<file path="config.mk">
export PLATFORM = sky130hd
export DESIGN_NAME = windowed_activity_detector_top
export DESIGN_NICKNAME = d
export VERILOG_FILES = /design/src/rtl/wad_pkg.sv /design/src/rtl/wad_front.sv /design/src/rtl/wad_back.sv /design/src/rtl/windowed_activity_detector_top.sv
export SDC_FILE = /design/constraint.sdc
export NUM_CORES = 1
export LEC_CHECK = 0
export ABC_AREA = 1
export BUFFER_PORTS_ARGS = -buffer_cell sky130_fd_sc_hd__buf_4
export CAP_MARGIN = 20
export CORE_MARGIN = 3
export CORE_UTILIZATION = 55
export DETAILED_ROUTE_END_ITERATION = 10
export PLACE_DENSITY = 0.78
export SYNTH_ARGS = -nofsm -noshare
export SYNTH_HDL_FRONTEND = slang
export SYNTH_SLANG_ARGS = --single-unit
</file>
<file path="constraint.sdc">
create_clock -name clk -period 7.2 [get_ports clk]
set_input_delay 0.36 -clock clk [delete_from_list [all_inputs] [get_ports clk]]
set_output_delay 0.36 -clock clk [all_outputs]
set_load 0.01 [all_outputs]
</file>
<file path="src/rtl/wad_pkg.sv">
// Shared types and constants for the windowed activity detector.
// No dependencies; the front end, back end, top level and testbench import this package.
package wad_pkg;

    localparam int TIME_W    = 32;
    localparam int THR_W     = 5;
    localparam int CFG_W     = 32;
    localparam int CFG_IDX_W = 1;
    localparam int CMDQ_DEPTH = 2;

    // Configuration register indexes
    localparam logic [CFG_IDX_W-1:0] REG_WINDOW = 1'd0;
    localparam logic [CFG_IDX_W-1:0] REG_THRESH = 1'd1;

    localparam logic [TIME_W-1:0] WINDOW_RESET = 32'd1000;
    localparam logic [THR_W-1:0]  THRESH_RESET = 5'd3;

    // Input item kinds
    localparam logic ACT_SAMPLE  = 1'b0;
    localparam logic ACT_ANALYZE = 1'b1;

    // Command passed from the front end to the back end
    typedef struct packed {
        logic              analyze;
        logic [TIME_W-1:0] now_ms;
    } cmd_t;

    // Handshake between front and back
    typedef struct packed {
        logic valid;
        cmd_t cmd;
    } cmd_chan_t;

endpackage

</file>
<file path="src/rtl/wad_front.sv">
// Front end: accepts input items, drops inactive samples, queues commands.
// Depends on wad_pkg.
module wad_front (
    input  logic                       clk,
    input  logic                       rst_n,
    input  logic                       push,
    output logic                       full,
    input  logic                       action,
    input  logic                       pin_active,
    input  logic [wad_pkg::TIME_W-1:0] now_ms,
    output wad_pkg::cmd_chan_t         chan,
    input  logic                       cmd_ready
);
    import wad_pkg::*;

    localparam int PTR_W = $clog2(CMDQ_DEPTH);
    localparam int LVL_W = $clog2(CMDQ_DEPTH + 1);

    cmd_t               entries_reg [CMDQ_DEPTH];
    logic [PTR_W-1:0]   wr_ptr_reg;
    logic [PTR_W-1:0]   rd_ptr_reg;
    logic [LVL_W-1:0]   level_reg;
    logic [LVL_W-1:0]   level_next;
    logic               keep;
    logic               do_push;
    logic               do_pop;

    assign full    = (level_reg == LVL_W'(CMDQ_DEPTH));
    assign keep    = (action == ACT_ANALYZE) || pin_active;
    assign do_push = push && !full && keep;
    assign do_pop  = chan.valid && cmd_ready;

    assign chan.valid = (level_reg != '0);
    assign chan.cmd   = entries_reg[rd_ptr_reg];

    always_comb
    begin
        level_next = level_reg;
        if (do_push && !do_pop)
        begin
            level_next = level_reg + LVL_W'(1);
        end
        else if (!do_push && do_pop)
        begin
            level_next = level_reg - LVL_W'(1);
        end
    end

    always_ff @(posedge clk or negedge rst_n)
    begin
        if (!rst_n)
        begin
            wr_ptr_reg <= '0;
            rd_ptr_reg <= '0;
            level_reg  <= '0;
        end
        else
        begin
            level_reg <= level_next;
            if (do_push)
            begin
                wr_ptr_reg <= (wr_ptr_reg == PTR_W'(CMDQ_DEPTH - 1)) ? '0
                              : wr_ptr_reg + PTR_W'(1);
            end
            if (do_pop)
            begin
                rd_ptr_reg <= (rd_ptr_reg == PTR_W'(CMDQ_DEPTH - 1)) ? '0
                              : rd_ptr_reg + PTR_W'(1);
            end
        end
    end

    always_ff @(posedge clk)
    begin
        if (do_push)
        begin
            entries_reg[wr_ptr_reg].analyze <= (action == ACT_ANALYZE);
            entries_reg[wr_ptr_reg].now_ms  <= now_ms;
        end
    end

endmodule

</file>
<file path="src/rtl/wad_back.sv">
// Back end: timestamp ring, window walk, config registers and result slot.
// Depends on wad_pkg.
module wad_back #(
    parameter int RING_DEPTH = 16
) (
    input  logic                          clk,
    input  logic                          rst_n,
    input  wad_pkg::cmd_chan_t            chan,
    output logic                          cmd_ready,
    input  logic                          cfg_we,
    input  logic [wad_pkg::CFG_IDX_W-1:0] cfg_index,
    input  logic [wad_pkg::CFG_W-1:0]     cfg_data,
    output logic                          empty,
    input  logic                          pop,
    output logic                          detected,
    output logic                          went_active,
    output logic                          went_inactive
);
    import wad_pkg::*;

    localparam int PTR_W = (RING_DEPTH > 1) ? $clog2(RING_DEPTH) : 1;
    localparam int CNT_W = $clog2(RING_DEPTH + 1);

    typedef enum logic [3:0] {
        S_IDLE = 4'b0001,
        S_RD   = 4'b0010,
        S_CMP  = 4'b0100,
        S_FIN  = 4'b1000
    } state_t;

    logic [TIME_W-1:0] ring_mem [RING_DEPTH];
    logic [TIME_W-1:0] rd_data_reg;

    state_t            state_reg, state_next;
    logic [TIME_W-1:0] window_reg;
    logic [THR_W-1:0]  thresh_reg;
    logic [PTR_W-1:0]  wr_pos_reg;
    logic [CNT_W-1:0]  filled_reg;
    logic [PTR_W-1:0]  rd_ptr_reg;
    logic [CNT_W-1:0]  idx_reg;
    logic [THR_W-1:0]  count_reg;
    logic [TIME_W-1:0] now_reg;
    logic              active_reg;
    logic              out_valid_reg;
    logic              out_det_reg;
    logic              out_rise_reg;
    logic              out_fall_reg;

    logic              take;
    logic              do_store;
    logic              do_start;
    logic [TIME_W-1:0] age;
    logic              in_win;
    logic [THR_W-1:0]  count_inc;
    logic [CNT_W-1:0]  idx_inc;
    logic              walk_done;
    logic              det_now;
    logic [PTR_W-1:0]  newest;
    logic [PTR_W-1:0]  rd_ptr_dec;

    // An analysis needs the result slot free; it stays free until the walk ends.
    assign cmd_ready = (state_reg == S_IDLE) && (!chan.cmd.analyze || !out_valid_reg);
    assign take      = chan.valid && cmd_ready;
    assign do_store  = take && !chan.cmd.analyze;
    assign do_start  = take && chan.cmd.analyze;

    assign newest     = (wr_pos_reg == '0) ? PTR_W'(RING_DEPTH - 1) : wr_pos_reg - PTR_W'(1);
    assign rd_ptr_dec = (rd_ptr_reg == '0) ? PTR_W'(RING_DEPTH - 1) : rd_ptr_reg - PTR_W'(1);

    assign age       = now_reg - rd_data_reg;
    assign in_win    = (age <= window_reg);
    assign count_inc = count_reg + THR_W'(1);
    assign idx_inc   = idx_reg + CNT_W'(1);
    assign walk_done = (count_inc >= thresh_reg) || (idx_inc >= filled_reg);
    assign det_now   = (count_reg >= thresh_reg);

    assign empty         = !out_valid_reg;
    assign detected      = out_det_reg;
    assign went_active   = out_rise_reg;
    assign went_inactive = out_fall_reg;

    always_comb
    begin
        state_next = state_reg;
        unique case (state_reg)
            S_IDLE:
            begin
                if (do_start)
                begin
                    // Empty ring or zero threshold: nothing to walk
                    state_next = ((filled_reg == '0) || (thresh_reg == '0)) ? S_FIN : S_RD;
                end
            end
            S_RD:
            begin
                state_next = S_CMP;
            end
            S_CMP:
            begin
                state_next = (!in_win || walk_done) ? S_FIN : S_RD;
            end
            S_FIN:
            begin
                state_next = S_IDLE;
            end
            default:
            begin
                state_next = S_IDLE;
            end
        endcase
    end

    always_ff @(posedge clk or negedge rst_n)
    begin
        if (!rst_n)
        begin
            state_reg     <= S_IDLE;
            window_reg    <= WINDOW_RESET;
            thresh_reg    <= THRESH_RESET;
            wr_pos_reg    <= '0;
            filled_reg    <= '0;
            rd_ptr_reg    <= '0;
            idx_reg       <= '0;
            count_reg     <= '0;
            active_reg    <= 1'b0;
            out_valid_reg <= 1'b0;
        end
        else
        begin
            state_reg <= state_next;

            if (cfg_we)
            begin
                case (cfg_index)
                    REG_WINDOW: window_reg <= cfg_data;
                    REG_THRESH: thresh_reg <= cfg_data[THR_W-1:0];
                    default: ;
                endcase
            end

            if (do_store)
            begin
                wr_pos_reg <= (wr_pos_reg == PTR_W'(RING_DEPTH - 1)) ? '0
                              : wr_pos_reg + PTR_W'(1);
                if (filled_reg != CNT_W'(RING_DEPTH))
                begin
                    filled_reg <= filled_reg + CNT_W'(1);
                end
            end

            if (do_start)
            begin
                rd_ptr_reg <= newest;
                idx_reg    <= '0;
                count_reg  <= '0;
            end

            if ((state_reg == S_CMP) && in_win)
            begin
                count_reg  <= count_inc;
                idx_reg    <= idx_inc;
                rd_ptr_reg <= rd_ptr_dec;
            end

            if (state_reg == S_FIN)
            begin
                active_reg    <= det_now;
                out_valid_reg <= 1'b1;
            end
            else if (pop && out_valid_reg)
            begin
                out_valid_reg <= 1'b0;
            end
        end
    end

    // Ring storage and payload registers
    always_ff @(posedge clk)
    begin
        if (do_store)
        begin
            ring_mem[wr_pos_reg] <= chan.cmd.now_ms;
        end
        if (state_reg == S_RD)
        begin
            rd_data_reg <= ring_mem[rd_ptr_reg];
        end
        if (do_start)
        begin
            now_reg <= chan.cmd.now_ms;
        end
        if (state_reg == S_FIN)
        begin
            out_det_reg  <= det_now;
            out_rise_reg <= det_now && !active_reg;
            out_fall_reg <= !det_now && active_reg;
        end
    end

endmodule

</file>
<file path="src/rtl/windowed_activity_detector_top.sv">
// Top level of the windowed activity detector: front end, command queue, back end.
// Depends on wad_pkg, wad_front and wad_back.
//
//   channel  | handshake      | payload
//   ---------+----------------+------------------------------------------
//   input    | push / full    | action, pin_active, now_ms
//   result   | empty / pop    | detected, went_active, went_inactive
//   config   | cfg_we         | cfg_index, cfg_data
//
// A stored sample is written into the ring when the back end takes it; inactive samples are dropped at the front.
// An analysis walks the ring from the newest entry, at most RING_DEPTH entries, and stops at a stale
// entry, at the threshold or at the oldest entry; each step is one ring memory read and compare.
// The front queue holds two commands, so items are accepted while a walk runs.
// An analysis waits while the single result slot is still full.
// Reset clears pointers, fill count and state; ring contents are not cleared.
module windowed_activity_detector_top #(
    parameter int RING_DEPTH = 16
) (
    input  logic                          clk,
    input  logic                          rst_n,
    input  logic                          push,
    output logic                          full,
    input  logic                          action,
    input  logic                          pin_active,
    input  logic [wad_pkg::TIME_W-1:0]    now_ms,
    output logic                          empty,
    input  logic                          pop,
    output logic                          detected,
    output logic                          went_active,
    output logic                          went_inactive,
    input  logic                          cfg_we,
    input  logic [wad_pkg::CFG_IDX_W-1:0] cfg_index,
    input  logic [wad_pkg::CFG_W-1:0]     cfg_data
);
    import wad_pkg::*;

    cmd_chan_t chan;
    logic      cmd_ready;

    wad_front u_front (
        .clk        (clk),
        .rst_n      (rst_n),
        .push       (push),
        .full       (full),
        .action     (action),
        .pin_active (pin_active),
        .now_ms     (now_ms),
        .chan       (chan),
        .cmd_ready  (cmd_ready)
    );

    wad_back #(
        .RING_DEPTH (RING_DEPTH)
    ) u_back (
        .clk           (clk),
        .rst_n         (rst_n),
        .chan          (chan),
        .cmd_ready     (cmd_ready),
        .cfg_we        (cfg_we),
        .cfg_index     (cfg_index),
        .cfg_data      (cfg_data),
        .empty         (empty),
        .pop           (pop),
        .detected      (detected),
        .went_active   (went_active),
        .went_inactive (went_inactive)
    );

endmodule

</file>
==> flow_metrics.py <==
metrics = {
    "power": {
        "p_total_mw": 14.8,
        "vdd_ir_drop_max_mv": 0.220,
        "powerDensity_nw_per_um2": 427,
        "cellLeakagePower_nw": 12.9,
    },
    "routing": {
        "drt-vias-per-instance": 6.03,
        "drtIter0Drc": 2555,
        "routed_wl_um": 73900,
        "ant_nets": 1,
        "firstDrtPassIters": 6,
        "route.detailed.drc": 0,
        "wl_per_cell_um": 21.7,
        "num_vias": 20525,
    },
    "synth": {
        "synth_warnings": 0,
        "netlist.area_leader.share_pct": 63.9,
        "syn_area_um2": 30300,
        "yosysSeqAreaShare_pct": 69.7,
        "avgSynthCellArea_um2": 12.0,
        "synthArstFlopShare_pct": 9.79,
        "syn_inst": 2528,
        "yosysTopAreaCell": "edfxtp_1",
        "yosys-top-cells-count": "edfxtp_1, nand2_1, nor2_1, o21ai_0, inv_1",
        "ys_seq_elements": 715,
        "syn_nets": 2690,
        "synth_edf_count": 645,
        "yosysMostFrequentCell": "edfxtp_1",
        "synth_area_leaders": "edfxtp_1, nand2_1, dfrtp_1, ha_1, o21ai_0",
        "ys_types": 48,
        "synth_flop_cell": "edfxtp_1",
    },
    "finish": {
        "nFillCells": 3825,
        "layout.cells.non_filler": 3402,
        "fin_util_pct": 63.9,
        "seq_area_um2": 21100,
        "largest_reg_flops": 512,
        "drive_gt1_share_pct": 9.55,
        "multi_input_area_um2": 8280,
        "syn2layout_area_growth_pct": 14.2,
        "final_area_um2": 34600,
        "final_net_count": 2810,
    },
    "sta": {
        "finalHoldViolCount": 0,
        "tns_ns": 0,
        "fmax_ghz": 0.234,
        "finalCritPeriodShare_pct": 59.4,
        "final-setup-viol-count": 0,
        "slew_headroom_pct": 21.8,
        "worst_pin_slew_ns": 1.17,
        "period_needed_ns": 4.28,
        "rsz0062_at_grt": "false",
        "fin_skew_ns": 0.0167,
        "drv_slew": 0,
    },
    "clock_tree": {
        "root_buffer": "clkbuf_16",
        "insertion_delay_ns": 0.61,
        "ctsResizeCount": 0,
        "h-tree-depth": 3,
        "cts_num_sinks": 715,
        "cts_buffers": 72,
        "cts_tree": "done",
        "cts_max_path_buffers": 3,
        "path_clk_slew_ns": 0.06,
    },
    "worst_hold_path": {
        "worstHoldStart": "cfg_data[11]",
        "whs_path_depth": 3,
        "min_path_type": "input port to register",
        "worst_hold_path.endpoint": "u_back.window_reg[11]",
    },
    "job": {
        "max_cap_viol_count": 0,
    },
    "grt": {
        "overflow": 0,
        "antenna_found_initial": 0,
        "grt_pass1_wl_um": 113000,
        "first_global_vias": 20121,
        "grt_usage_pct": 25.6,
        "grt_max_degree": 109,
    },
    "worst_setup_path": {
        "crit_top_cell": "nand2_1",
        "rr_startpoint": "u_back.rd_data_reg[0]",
        "end_kind": "register",
        "ff2ff_path_depth": 24,
        "cp.arrival_ns": 4.78,
        "critPathMaxStageDelay_ns": 0.46,
        "r2r-end": "u_back.rd_ptr_reg[0]",
        "cpMaxStageDelayCell": "fa_1",
        "path_cells": "ha_1 > fa_1 > o21ai_1 > nand2_1 > nand2_1 > nand3_1 > nand2_1 > nand2_1 > nand2_1 > nand3_1 > nand3_1 > nand2_1 > ha_1 > nand2_1 > nor2_1 > nand2_1 > nor4_2 > nand3b_1 > nand2_1 > nand2_1 > inv_1 > nand2_1 > nand2_1 > inv_1",
        "path_buf_inv": 2,
        "cp-start-kind": "register",
        "crit_fanout": 13,
        "path_class": "register to register",
        "cpLargestDelayFamily": "simple AND/OR/NAND/NOR gates",
        "worstPathRequired_ns": 7.70,
        "r2r_slack_ns": 2.92,
    },
    "status": {
        "violations": "antenna violations",
        "outcome": "finished, violations left",
    },
    "floorplanning": {
        "fp.dieW_um": 241,
        "initial_utilization_pct": 56.0,
        "dieArea_um2": 58000,
        "coreArea_um2": 54100,
        "die_h_um": 241,
        "ioPinCount": 77,
        "rows": 85,
    },
    "placement": {
        "port_buffers": 76,
        "place_inst": 3217,
        "placed_cell_area_um2": 31700,
        "dpl.hpwl_um": 41200,
        "gp_congestion": 0.907,
    },
}
[how the worst max path moves through the flow]
stage / startpoint / end / slack, ns / cells past startpoint
2_1_floorplan: u_back.state_reg[3] / u_back.state_reg[0] / 3.02 / 3
3_3_place_gp: u_back.now_reg[0] / u_back.rd_ptr_reg[0] / 2.99 / 25
3_5_place_dp: u_back.rd_data_reg[0] / u_back.rd_ptr_reg[0] / 2.90 / 24
4_1_cts: u_back.rd_data_reg[0] / u_back.rd_ptr_reg[0] / 2.90 / 24
5_1_grt: u_back.now_reg[0] / u_back.rd_ptr_reg[0] / 2.47 / 25
6_report: u_back.rd_data_reg[0] / u_back.rd_ptr_reg[0] / 2.92 / 24
[area by class of cell]
| type | instances | area share [%] |
|---|---|---|
| multi-input combinational | 1544 | 23.9 |
| sequential | 715 | 61.1 |
| clock inverter | 33 | 1.24 |
| tap | 696 | 2.52 |
| antenna | 5 | 0.0361 |
| timing repair buffer | 161 | 3.90 |
| inverter | 154 | 1.69 |
| clock buffer | 94 | 5.63 |
[per-stage QoR]
stage               hold slack [ns]  setup slack, ns
floorplan                    0.0644             3.02
global placement              0.470             2.99
detailed placement            0.473             2.90
CTS                         0.00398             2.90
global route                 0.0153             2.47
finish                       0.0235             2.92
[layout by cell type, fill, tap and decap left out, types with 8 or more instances in the layout]
cell / synthesis / final
a21oi_1: 116 / 116
a311oi_1: 21 / 21
buf_4: 2 / 108
bufinv_16: 0 / 8
clkbuf_1: 81 / 19
clkbuf_16: 0 / 75
clkinv_1: 0 / 12
dfrtp_1: 61 / 58
dfstp_2: 9 / 9
dlygate4sd3_1: 0 / 52
edfxtp_1: 645 / 645
ha_1: 89 / 89
inv_1: 149 / 148
nand2_1: 545 / 544
nand3_1: 129 / 129
nand4_1: 53 / 53
nor2_1: 221 / 202
nor2_4: 2 / 22
nor3_1: 11 / 11
o21ai_0: 193 / 193
o221ai_1: 42 / 42
o22ai_1: 22 / 22
xnor2_1: 9 / 9
xor2_1: 35 / 35
[worst reg2reg max path: stages (launching register included)]
cell and delay (ns):
edfxtp_1 0.37, ha_1 0.23, fa_1 0.46, o21ai_1 0.26, nand2_1 0.08, nand2_1 0.12, nand3_1 0.08, nand2_1 0.12
nand2_1 0.08, nand2_1 0.13, nand3_1 0.12, nand3_1 0.10, nand2_1 0.06, ha_1 0.26, nand2_1 0.08, nor2_1 0.15
nand2_1 0.08, nor4_2 0.23, nand3b_1 0.12, nand2_1 0.21, nand2_1 0.28, inv_1 0.36, nand2_1 0.09, nand2_1 0.08
inv_1 0.04
[routing by layer]
metal / track usage, % / routed length [um] / up-vias
li1: - / - / 9257
met1: 35.2 / 29000 / 9881
met2: 41.4 / 35000 / 1162
met3: 4.77 / 7400 / 225
met4: 9.25 / 2530 / 0
met5: 0 / 0 / -
[cell families after synthesis]
logic type,after synthesis,share of synthesized area [%]
AO/OA/AOI/OAI,431,8.35
XOR/XNOR,44,1.27
adder cells (fa/ha/maj),90,3.74
buffers and inverters,269,3.47
flip-flops,715,69.7
AND/OR/NAND/NOR,979,13.4
[repair_timing]
action | 4_1_cts | 5_1_grt
setup buffers | 0 | 0
hold endpoints to repair | 145 | 0
hold buffers | 52 | 0
[report_power, final]
| part | switching, mW | leakage, nW | internal [mW] |
|---|---|---|---|
| registers | 0.304 | 6.68 | 5.56 |
| logic | 3.70 | 5.08 | 1.44 |
| clock network | 1.55 | 1.15 | 2.21 |
| total | 5.55 | 12.9 | 9.21 |
Note: power is estimated with default switching activity, not from simulation.
